[config.mk]
export PLATFORM = sky130hd
export DESIGN_NAME = ipv4_tcp_frame_classifier
export DESIGN_NICKNAME = d
export VERILOG_FILES = /design/src/rtl/itfc_pkg.sv /design/src/rtl/ipv4_tcp_frame_classifier.sv
export SDC_FILE = /design/constraint.sdc
export NUM_CORES = 1
export LEC_CHECK = 0
export ABC_AREA = 1
export CORE_ASPECT_RATIO = 0.8
export CORE_MARGIN = 2
export CORE_UTILIZATION = 60
export DETAILED_ROUTE_END_ITERATION = 12
export DONT_BUFFER_PORTS = 1
export PLACE_DENSITY = 0.76
export SLEW_MARGIN = 20
export SYNTH_ARGS = -nofsm -noshare
export SYNTH_HDL_FRONTEND = slang
export SYNTH_SLANG_ARGS = --single-unit
[constraint.sdc]
create_clock -name clock -period 5.75 [get_ports clock]
set_input_delay 0 -clock clock [delete_from_list [all_inputs] [get_ports clock]]
set_output_delay 0 -clock clock [all_outputs]
set_load 0.02 [all_outputs]
[src/rtl/itfc_pkg.sv]
// ----------------------------------------------------------------------------
// IPv4/TCP frame classifier package
// Shared constants and the verdict type for the frame classifier.
// ----------------------------------------------------------------------------
package itfc_pkg;

   localparam int COUNTER_BITS_DEFAULT = 32;
   localparam int OUT_COUNT_BITS       = 32;

   localparam logic [15:0] POS_MAX         = 16'hFFFF;
   localparam logic [15:0] POS_ETYPE_HI    = 16'd12;
   localparam logic [15:0] POS_ETYPE_LO    = 16'd13;
   localparam logic [15:0] POS_VER_IHL     = 16'd14;
   localparam logic [15:0] POS_TLEN_HI     = 16'd16;
   localparam logic [15:0] POS_TLEN_LO     = 16'd17;
   localparam logic [15:0] POS_PROTOCOL    = 16'd23;
   localparam logic [6:0]  TCP_OFFSET_BASE = 7'd26;

   localparam logic [7:0]  ETH_HDR_BYTES   = 8'd14;
   localparam logic [6:0]  MIN_HDR_BYTES   = 7'd20;
   localparam logic [16:0] MIN_FRAME_BYTES = 17'd34;
   localparam logic [15:0] ETHERTYPE_IPV4  = 16'h0800;
   localparam logic [3:0]  IP_VERSION_4    = 4'd4;
   localparam logic [7:0]  PROTO_TCP       = 8'd6;

   typedef enum logic [1:0] {
      VERDICT_TCP    = 2'd0,
      VERDICT_OTHER  = 2'd1,
      VERDICT_NOT_IP = 2'd2,
      VERDICT_BAD    = 2'd3
   } verdict_type;

endpackage

[src/rtl/ipv4_tcp_frame_classifier.sv]
// ----------------------------------------------------------------------------
// IPv4/TCP frame classifier
// Classifies Ethernet frames byte by byte and reports one verdict per frame.
// ----------------------------------------------------------------------------
// Usage:
// Frame bytes enter on the req_ channel, one byte per transfer, starting at
// the destination address, with req_frame_last set on the final byte. Each
// transfer lands in an input register; from there the header fields are
// captured and, on the final byte, the verdict is formed and written to the
// result register, which drives the rsp_ channel. One result leaves per frame.
// Throughput is one byte per cycle while no last byte is held back. The last
// byte passes the input register, then the result register, to rsp_valid. The
// frame counters on rsp_ show the totals including the frame being reported.
// When the receiver stalls with a result pending, the block still accepts
// the following bytes of the next frame; only a further last byte waits in
// the input register until the result register frees, and req_ready then
// drops. Synchronous reset clears all frame state, the counters and both
// valid flags.
// ----------------------------------------------------------------------------
module ipv4_tcp_frame_classifier #(
   parameter int COUNTER_BITS = itfc_pkg::COUNTER_BITS_DEFAULT
) (
   input  logic        clock,
   input  logic        reset,
   input  logic        req_valid,
   output logic        req_ready,
   input  logic [7:0]  req_data_byte,
   input  logic        req_frame_last,
   output logic        rsp_valid,
   input  logic        rsp_ready,
   output logic [1:0]  rsp_verdict,
   output logic [7:0]  rsp_proto_number,
   output logic        rsp_has_payload,
   output logic [7:0]  rsp_payload_offset,
   output logic [15:0] rsp_payload_length,
   output logic [31:0] rsp_frames_seen,
   output logic [31:0] rsp_frames_malformed,
   output logic [31:0] rsp_frames_tcp
);

   // Input register.
   logic        in_valid_ff, in_valid_in;
   logic [7:0]  in_byte_ff;
   logic        in_last_ff;

   // Per-frame capture state.
   logic [15:0] pos_ff, pos_in;
   logic [15:0] etype_ff, etype_in;
   logic [3:0]  ver_ff, ver_in;
   logic [3:0]  ihl_ff, ihl_in;
   logic [15:0] tlen_ff, tlen_in;
   logic [7:0]  proto_ff, proto_in;
   logic [3:0]  tcpw_ff, tcpw_in;

   // Wrapping counters.
   logic [COUNTER_BITS-1:0] seen_ff, seen_in;
   logic [COUNTER_BITS-1:0] bad_ff, bad_in;
   logic [COUNTER_BITS-1:0] tcp_ff, tcp_in;

   // Result register.
   logic                  rsp_valid_ff, rsp_valid_in;
   itfc_pkg::verdict_type verdict_ff, verdict_in;
   logic [7:0]            rproto_ff, rproto_in;
   logic [7:0]            off_ff, off_in;
   logic [15:0]           plen_ff, plen_in;

   logic        out_free;
   logic        proc_fire;
   logic        load_rsp;
   logic [6:0]  tcp_pos;
   logic [6:0]  hlen;
   logic [6:0]  tcplen;
   logic [6:0]  hdrs_len;
   logic [16:0] frame_len;
   logic [16:0] tlen_eth;

   assign out_free  = !rsp_valid_ff || rsp_ready;
   assign proc_fire = in_valid_ff && (!in_last_ff || out_free);
   assign load_rsp  = proc_fire && in_last_ff;
   assign req_ready = !in_valid_ff || proc_fire;

   always_comb begin
      in_valid_in = in_valid_ff;
      if (req_ready) begin
         in_valid_in = req_valid;
      end
   end

   always_ff @(posedge clock) begin
      if (reset) begin
         in_valid_ff <= 1'b0;
      end else begin
         in_valid_ff <= in_valid_in;
      end
      if (req_valid && req_ready) begin
         in_byte_ff <= req_data_byte;
         in_last_ff <= req_frame_last;
      end
   end

   // Capture of the header fields at their fixed byte positions. The TCP
   // offset position follows from the header length held before this byte.
   assign tcp_pos = itfc_pkg::TCP_OFFSET_BASE + {1'b0, ihl_ff, 2'b00};

   always_comb begin
      etype_in = etype_ff;
      ver_in   = ver_ff;
      ihl_in   = ihl_ff;
      tlen_in  = tlen_ff;
      proto_in = proto_ff;
      tcpw_in  = tcpw_ff;
      if (pos_ff == itfc_pkg::POS_ETYPE_HI) begin
         etype_in[15:8] = in_byte_ff;
      end
      if (pos_ff == itfc_pkg::POS_ETYPE_LO) begin
         etype_in[7:0] = in_byte_ff;
      end
      if (pos_ff == itfc_pkg::POS_VER_IHL) begin
         ver_in = in_byte_ff[7:4];
         ihl_in = in_byte_ff[3:0];
      end
      if (pos_ff == itfc_pkg::POS_TLEN_HI) begin
         tlen_in[15:8] = in_byte_ff;
      end
      if (pos_ff == itfc_pkg::POS_TLEN_LO) begin
         tlen_in[7:0] = in_byte_ff;
      end
      if (pos_ff == itfc_pkg::POS_PROTOCOL) begin
         proto_in = in_byte_ff;
      end
      if (pos_ff == {9'd0, tcp_pos}) begin
         tcpw_in = in_byte_ff[7:4];
      end
   end

   // Verdict, formed from the values as they stand after this byte's capture.
   assign hlen      = {1'b0, ihl_in, 2'b00};
   assign tcplen    = {1'b0, tcpw_in, 2'b00};
   assign hdrs_len  = hlen + tcplen;
   assign frame_len = {1'b0, pos_ff} + 17'd1;
   assign tlen_eth  = {1'b0, tlen_in} + {9'd0, itfc_pkg::ETH_HDR_BYTES};

   always_comb begin
      verdict_in = itfc_pkg::VERDICT_NOT_IP;
      rproto_in  = 8'd0;
      plen_in    = 16'd0;
      off_in     = 8'd0;
      if (frame_len < itfc_pkg::MIN_FRAME_BYTES || etype_in != itfc_pkg::ETHERTYPE_IPV4
          || ver_in != itfc_pkg::IP_VERSION_4) begin
         verdict_in = itfc_pkg::VERDICT_NOT_IP;
      end else if (hlen < itfc_pkg::MIN_HDR_BYTES || tlen_in < {9'd0, hlen}
                   || tlen_eth > frame_len) begin
         verdict_in = itfc_pkg::VERDICT_BAD;
      end else if (proto_in != itfc_pkg::PROTO_TCP) begin
         verdict_in = itfc_pkg::VERDICT_OTHER;
         rproto_in  = proto_in;
         plen_in    = tlen_in - {9'd0, hlen};
         off_in     = itfc_pkg::ETH_HDR_BYTES + {1'b0, hlen};
      end else if (tlen_in < {9'd0, hlen} + {9'd0, itfc_pkg::MIN_HDR_BYTES}
                   || tcplen < itfc_pkg::MIN_HDR_BYTES || tlen_in < {9'd0, hdrs_len}) begin
         verdict_in = itfc_pkg::VERDICT_BAD;
      end else begin
         verdict_in = itfc_pkg::VERDICT_TCP;
         rproto_in  = proto_in;
         plen_in    = tlen_in - {9'd0, hdrs_len};
         off_in     = itfc_pkg::ETH_HDR_BYTES + {1'b0, hdrs_len};
      end
      // An empty payload reports no offset.
      if (plen_in == 16'd0) begin
         off_in = 8'd0;
      end
   end

   always_comb begin
      pos_in  = pos_ff;
      seen_in = seen_ff;
      bad_in  = bad_ff;
      tcp_in  = tcp_ff;
      if (proc_fire) begin
         if (in_last_ff) begin
            pos_in  = 16'd0;
            seen_in = seen_ff + 1'b1;
            if (verdict_in == itfc_pkg::VERDICT_BAD) begin
               bad_in = bad_ff + 1'b1;
            end
            if (verdict_in == itfc_pkg::VERDICT_TCP) begin
               tcp_in = tcp_ff + 1'b1;
            end
         end else if (pos_ff != itfc_pkg::POS_MAX) begin
            pos_in = pos_ff + 16'd1;
         end
      end
   end

   always_comb begin
      rsp_valid_in = rsp_valid_ff;
      if (load_rsp) begin
         rsp_valid_in = 1'b1;
      end else if (rsp_ready) begin
         rsp_valid_in = 1'b0;
      end
   end

   always_ff @(posedge clock) begin
      if (reset) begin
         pos_ff       <= 16'd0;
         etype_ff     <= 16'd0;
         ver_ff       <= 4'd0;
         ihl_ff       <= 4'd0;
         tlen_ff      <= 16'd0;
         proto_ff     <= 8'd0;
         tcpw_ff      <= 4'd0;
         seen_ff      <= '0;
         bad_ff       <= '0;
         tcp_ff       <= '0;
         rsp_valid_ff <= 1'b0;
      end else begin
         pos_ff       <= pos_in;
         seen_ff      <= seen_in;
         bad_ff       <= bad_in;
         tcp_ff       <= tcp_in;
         rsp_valid_ff <= rsp_valid_in;
         if (proc_fire) begin
            if (in_last_ff) begin
               etype_ff <= 16'd0;
               ver_ff   <= 4'd0;
               ihl_ff   <= 4'd0;
               tlen_ff  <= 16'd0;
               proto_ff <= 8'd0;
               tcpw_ff  <= 4'd0;
            end else begin
               etype_ff <= etype_in;
               ver_ff   <= ver_in;
               ihl_ff   <= ihl_in;
               tlen_ff  <= tlen_in;
               proto_ff <= proto_in;
               tcpw_ff  <= tcpw_in;
            end
         end
      end
      if (load_rsp) begin
         verdict_ff <= verdict_in;
         rproto_ff  <= rproto_in;
         off_ff     <= off_in;
         plen_ff    <= plen_in;
      end
   end

   assign rsp_valid          = rsp_valid_ff;
   assign rsp_verdict        = verdict_ff;
   assign rsp_proto_number   = rproto_ff;
   assign rsp_has_payload    = (plen_ff != 16'd0);
   assign rsp_payload_offset = off_ff;
   assign rsp_payload_length = plen_ff;

   // The counters change only when a result is loaded, so they always match
   // the result being shown.
   generate
      if (COUNTER_BITS >= itfc_pkg::OUT_COUNT_BITS) begin : g_cnt_wide
         assign rsp_frames_seen      = seen_ff[itfc_pkg::OUT_COUNT_BITS-1:0];
         assign rsp_frames_malformed = bad_ff[itfc_pkg::OUT_COUNT_BITS-1:0];
         assign rsp_frames_tcp       = tcp_ff[itfc_pkg::OUT_COUNT_BITS-1:0];
      end else begin : g_cnt_narrow
         assign rsp_frames_seen      =
            {{(itfc_pkg::OUT_COUNT_BITS-COUNTER_BITS){1'b0}}, seen_ff};
         assign rsp_frames_malformed =
            {{(itfc_pkg::OUT_COUNT_BITS-COUNTER_BITS){1'b0}}, bad_ff};
         assign rsp_frames_tcp       =
            {{(itfc_pkg::OUT_COUNT_BITS-COUNTER_BITS){1'b0}}, tcp_ff};
      end
   endgenerate

`ifndef SYNTHESIS
   a_rejected_clean : assert property (@(posedge clock) disable iff (reset)
      rsp_valid_ff && (verdict_ff == itfc_pkg::VERDICT_NOT_IP
                       || verdict_ff == itfc_pkg::VERDICT_BAD)
      |-> rproto_ff == 8'd0 && plen_ff == 16'd0 && off_ff == 8'd0)
      else $error("rejected frame carries protocol or payload fields");

   a_empty_no_offset : assert property (@(posedge clock) disable iff (reset)
      rsp_valid_ff && plen_ff == 16'd0 |-> off_ff == 8'd0)
      else $error("empty payload reported with an offset");

   a_tcp_count : assert property (@(posedge clock) disable iff (reset)
      load_rsp && verdict_in == itfc_pkg::VERDICT_TCP
      |=> tcp_ff == $past(tcp_ff) + 1'b1)
      else $error("TCP counter did not advance on a TCP verdict");

   a_pos_restart : assert property (@(posedge clock) disable iff (reset)
      load_rsp |=> pos_ff == 16'd0 && tlen_ff == 16'd0)
      else $error("frame state not cleared after the last byte");
`endif

endmodule
==> impl_results.md <==
* Post-synth cell types at 51
* Commonest non-fill, non-tap cell in the layout: nand2_1
* Unrepaired setup endpoints after global routing: no
* First-pass GRT wire length at 57.6 mm
* Die area at 23100 µm²
* Critical path's slowest cell: dfxtp_1
* Worst VDD drop at 0.000229 V
* F_max at 192 MHz
* Outcome: complete, no violations
* Inserted Diodes at 0
* Final Slew Violations at 0
* GRT Resource Usage Total at 30.7%
* R2R Path Start: pos_ff[1]$_SDFFE_PP0P_
* R2r endpoint: rsp_payload_offset[6]$_SDFFCE_PP0P_
* CP peak stage delay at 360 ps
* Hold depth at 1
* Crit. path cell count at 33
* Final Power at 2.96 mW
* CTS tree: done
* Highest-count cells in the layout ignoring fill and taps: nand2_1 (572), inv_1 (217), nor2_1 (191)
* Static leakage at 5.73 nW
* Reg2Reg Setup Slack at 530 ps
* Area delta synth->final at 8.48%
* DR iter-0 viols at 1445
* Initial Util at 61.0%
* Share of flip-flops with an asynchronous set or reset at 0%
* Post-Route WL at 36.1 mm
* Worst-path clk slew at 60 ps
* CP most frequent cell: nand2_1
* Critical Path Source Type: flop
* Placed cell area at 13300 µm²
* Hold Vio Cnt, Final at 0
* Detailed-route via count at 12.9k
* PwrDens at 207 nW/µm²
* Yosys top cell area share at 25.3%
* Yosys top cell by area: dfxtp_1
* Fin Setup TNS at 0 ps
* Wirelength per Cell at 16.0 µm
* Worst-Margin Slew at 1020 ps
* Critical path arrival at 5460 ps
* Max Root-Sink Buffers at 3
* Vias per cell at 5.73
* Syn_area_per_cell at 6.73 µm²
* Top cells by area, synth: dfxtp_1 (25%), nand2_1 (16%), edfxtp_1 (9.6%), a21oi_1 (6.7%), inv_1 (6.2%)
* CP Data Required Time at 6000 ps
* CTS H-Tree Depth at 1
* # clock sinks at 208
* Min cycle time layout at 5220 ps
* Post-route insts no fill at 2251
* Worst skew pair latency at 510 ps
* Register area share after synthesis at 34.8%
* Fraction of layout instances using a drive strength above 1 at 6.17%
* Final Skew at 7.58 ps
* Core Area at 21600 µm²
* Top FF cell, synth: dfxtp_1
* R2R depth at 33
* Total gr overflow at 0
* CTS Root Cell: clkbuf_16
* Worst Path Max Fanout at 15
* Max-slew headroom at 31.5%
* Largest net degree at the start of global routing at 128
* Drt pass-1 iters at 8
* Inst Count DP at 2191
* CP Class: reg2reg
* Worst path bufs/invs at 4
* Die W at 170 µm
* CTS Buf Count at 23
* Critical path origin: pos_ff[1]$_SDFFE_PP0P_
* Ys Warns at 0
* Hold Crit Start: req_data_byte[3]
* Final setup vio count at 0
* Die H at 136 µm
* Fin crit share at 90.7%
* Register bit total from synthesis at 208
* HP Class: in2reg
* ANT nets after route at 0
* Fin area at 14300 µm²
* Vias in the first global route at 11.1k
* Mapped Area at 13200 µm²
* Min-Delay Endpoint: in_byte_ff[3]$_DFFE_PP_
* Final Wtd Congestion at 0.979
* Synth Instances at 1955
* Number of max-cap violations at 0
* Final HPWL DP at 26.6 mm
* Number of synthesized flops with an enable pin at 42
* Antenna violations before repair at 0
* I/O Buffers at 0
* Crit path capture type: flop
* DRC violations left at 0
* Net Count, Synth at 2018
* FP Rows at 48
* # IOs at 146
* Post-layout net count at 2023
* CP delay by family, top: simple AND/OR/NAND/NOR gates
-- state kept, by name, indices dropped and copies added (netlist names), 7 cells and up --
| register | cells |
|---|---|
| pos_ff | 16 |
| proto_ff | 8 |
| rsp_frames_seen | 32 |
| etype_ff | 16 |
| rsp_frames_malformed | 32 |
| rsp_proto_number | 8 |
| rsp_payload_length | 16 |
| rsp_payload_offset | 7 |
| tlen_ff | 16 |
| in_byte_ff | 8 |
| rsp_frames_tcp | 32 |
-- through the flow --
| stage | setup WS (ps) | hold slack (ps) | util, % |
|---|---|---|---|
| 3_5_place_dp | 296 | 83.4 | 61.8 |
| 4_1_cts | 248 | 103 | 65.8 |
| 6_report | 534 | 118 | 66.2 |
| 2_1_floorplan | 1060 | 98.9 | - |
| 3_3_place_gp | 467 | 86.6 | 61.8 |
| 5_1_grt | 19.4 | 110 | 66.2 |
-- cells by family after synthesis --
kind of cell	after synthesis	synth area share (%)
simple gates	1066	35.6
compound gates	282	11.3
buf+inv	275	8.51
flops	208	34.8
xor+xnor	73	4.86
fa+ha+maj	50	4.93
other cells	1	0.0285
-- cell type report --
class	instances	area, µm²
fillers	1921	7290
clock inverters	11	65.1
repair buffers	32	318
clock buffers	30	632
well taps	275	344
inverters	223	845
multi-input cells	1472	7490
flip-flops and latches	208	4590
-- routing by layer --
metal / global-route usage, % / wire (µm)
met1: 45.8 / 16700
met2: 43.7 / 14600
met3: 7.69 / 3800
met4: 8.02 / 946
met5: 0 / 0
-- how the worst max path moves through the flow --
stage,end
finish,rsp_payload_offset[6]$_SDFFCE_PP0P_
global route,rsp_payload_offset[6]$_SDFFCE_PP0P_
CTS,rsp_frames_malformed[30]$_SDFFE_PP0P_
detailed placement,rsp_payload_offset[6]$_SDFFCE_PP0P_
global placement,rsp_frames_malformed[31]$_SDFFE_PP0P_
floorplan,rsp_payload_offset[2]$_SDFFCE_PP0P_
-- report_power, final --
group | internal, mW | total [mW] | switching (mW)
clock | 0.776 | 1.38 | 0.604
sequential | 1.49 | 1.50 | 0.0116
combinational | 0.0171 | 0.0769 | 0.0598
total | 2.29 | 2.96 | 0.675
-- Yosys cell counts, drive strengths merged, types with 12 or more instances --
| master | number |
|---|---|
| a21oi | 175 |
| buf | 22 |
| clkbuf | 30 |
| dfxtp | 166 |
| edfxtp | 42 |
| ha | 47 |
| inv | 221 |
| nand2 | 589 |
| nand3 | 131 |
| nand4 | 40 |
| nor2 | 217 |
| nor3 | 46 |
| nor4 | 22 |
| o21ai | 82 |
| xnor2 | 12 |
| xor2 | 61 |
-- timing repair --
item / 4_1_cts / 5_1_grt
setup endpoints to repair: 0 / 85
setup buffers: 0 / 5
endpoints found under the hold margin: 146 / 0
gates resized for setup: 0 / 9
hold buffers: 14 / 0
Note: power is estimated with default switching activity, not from simulation.
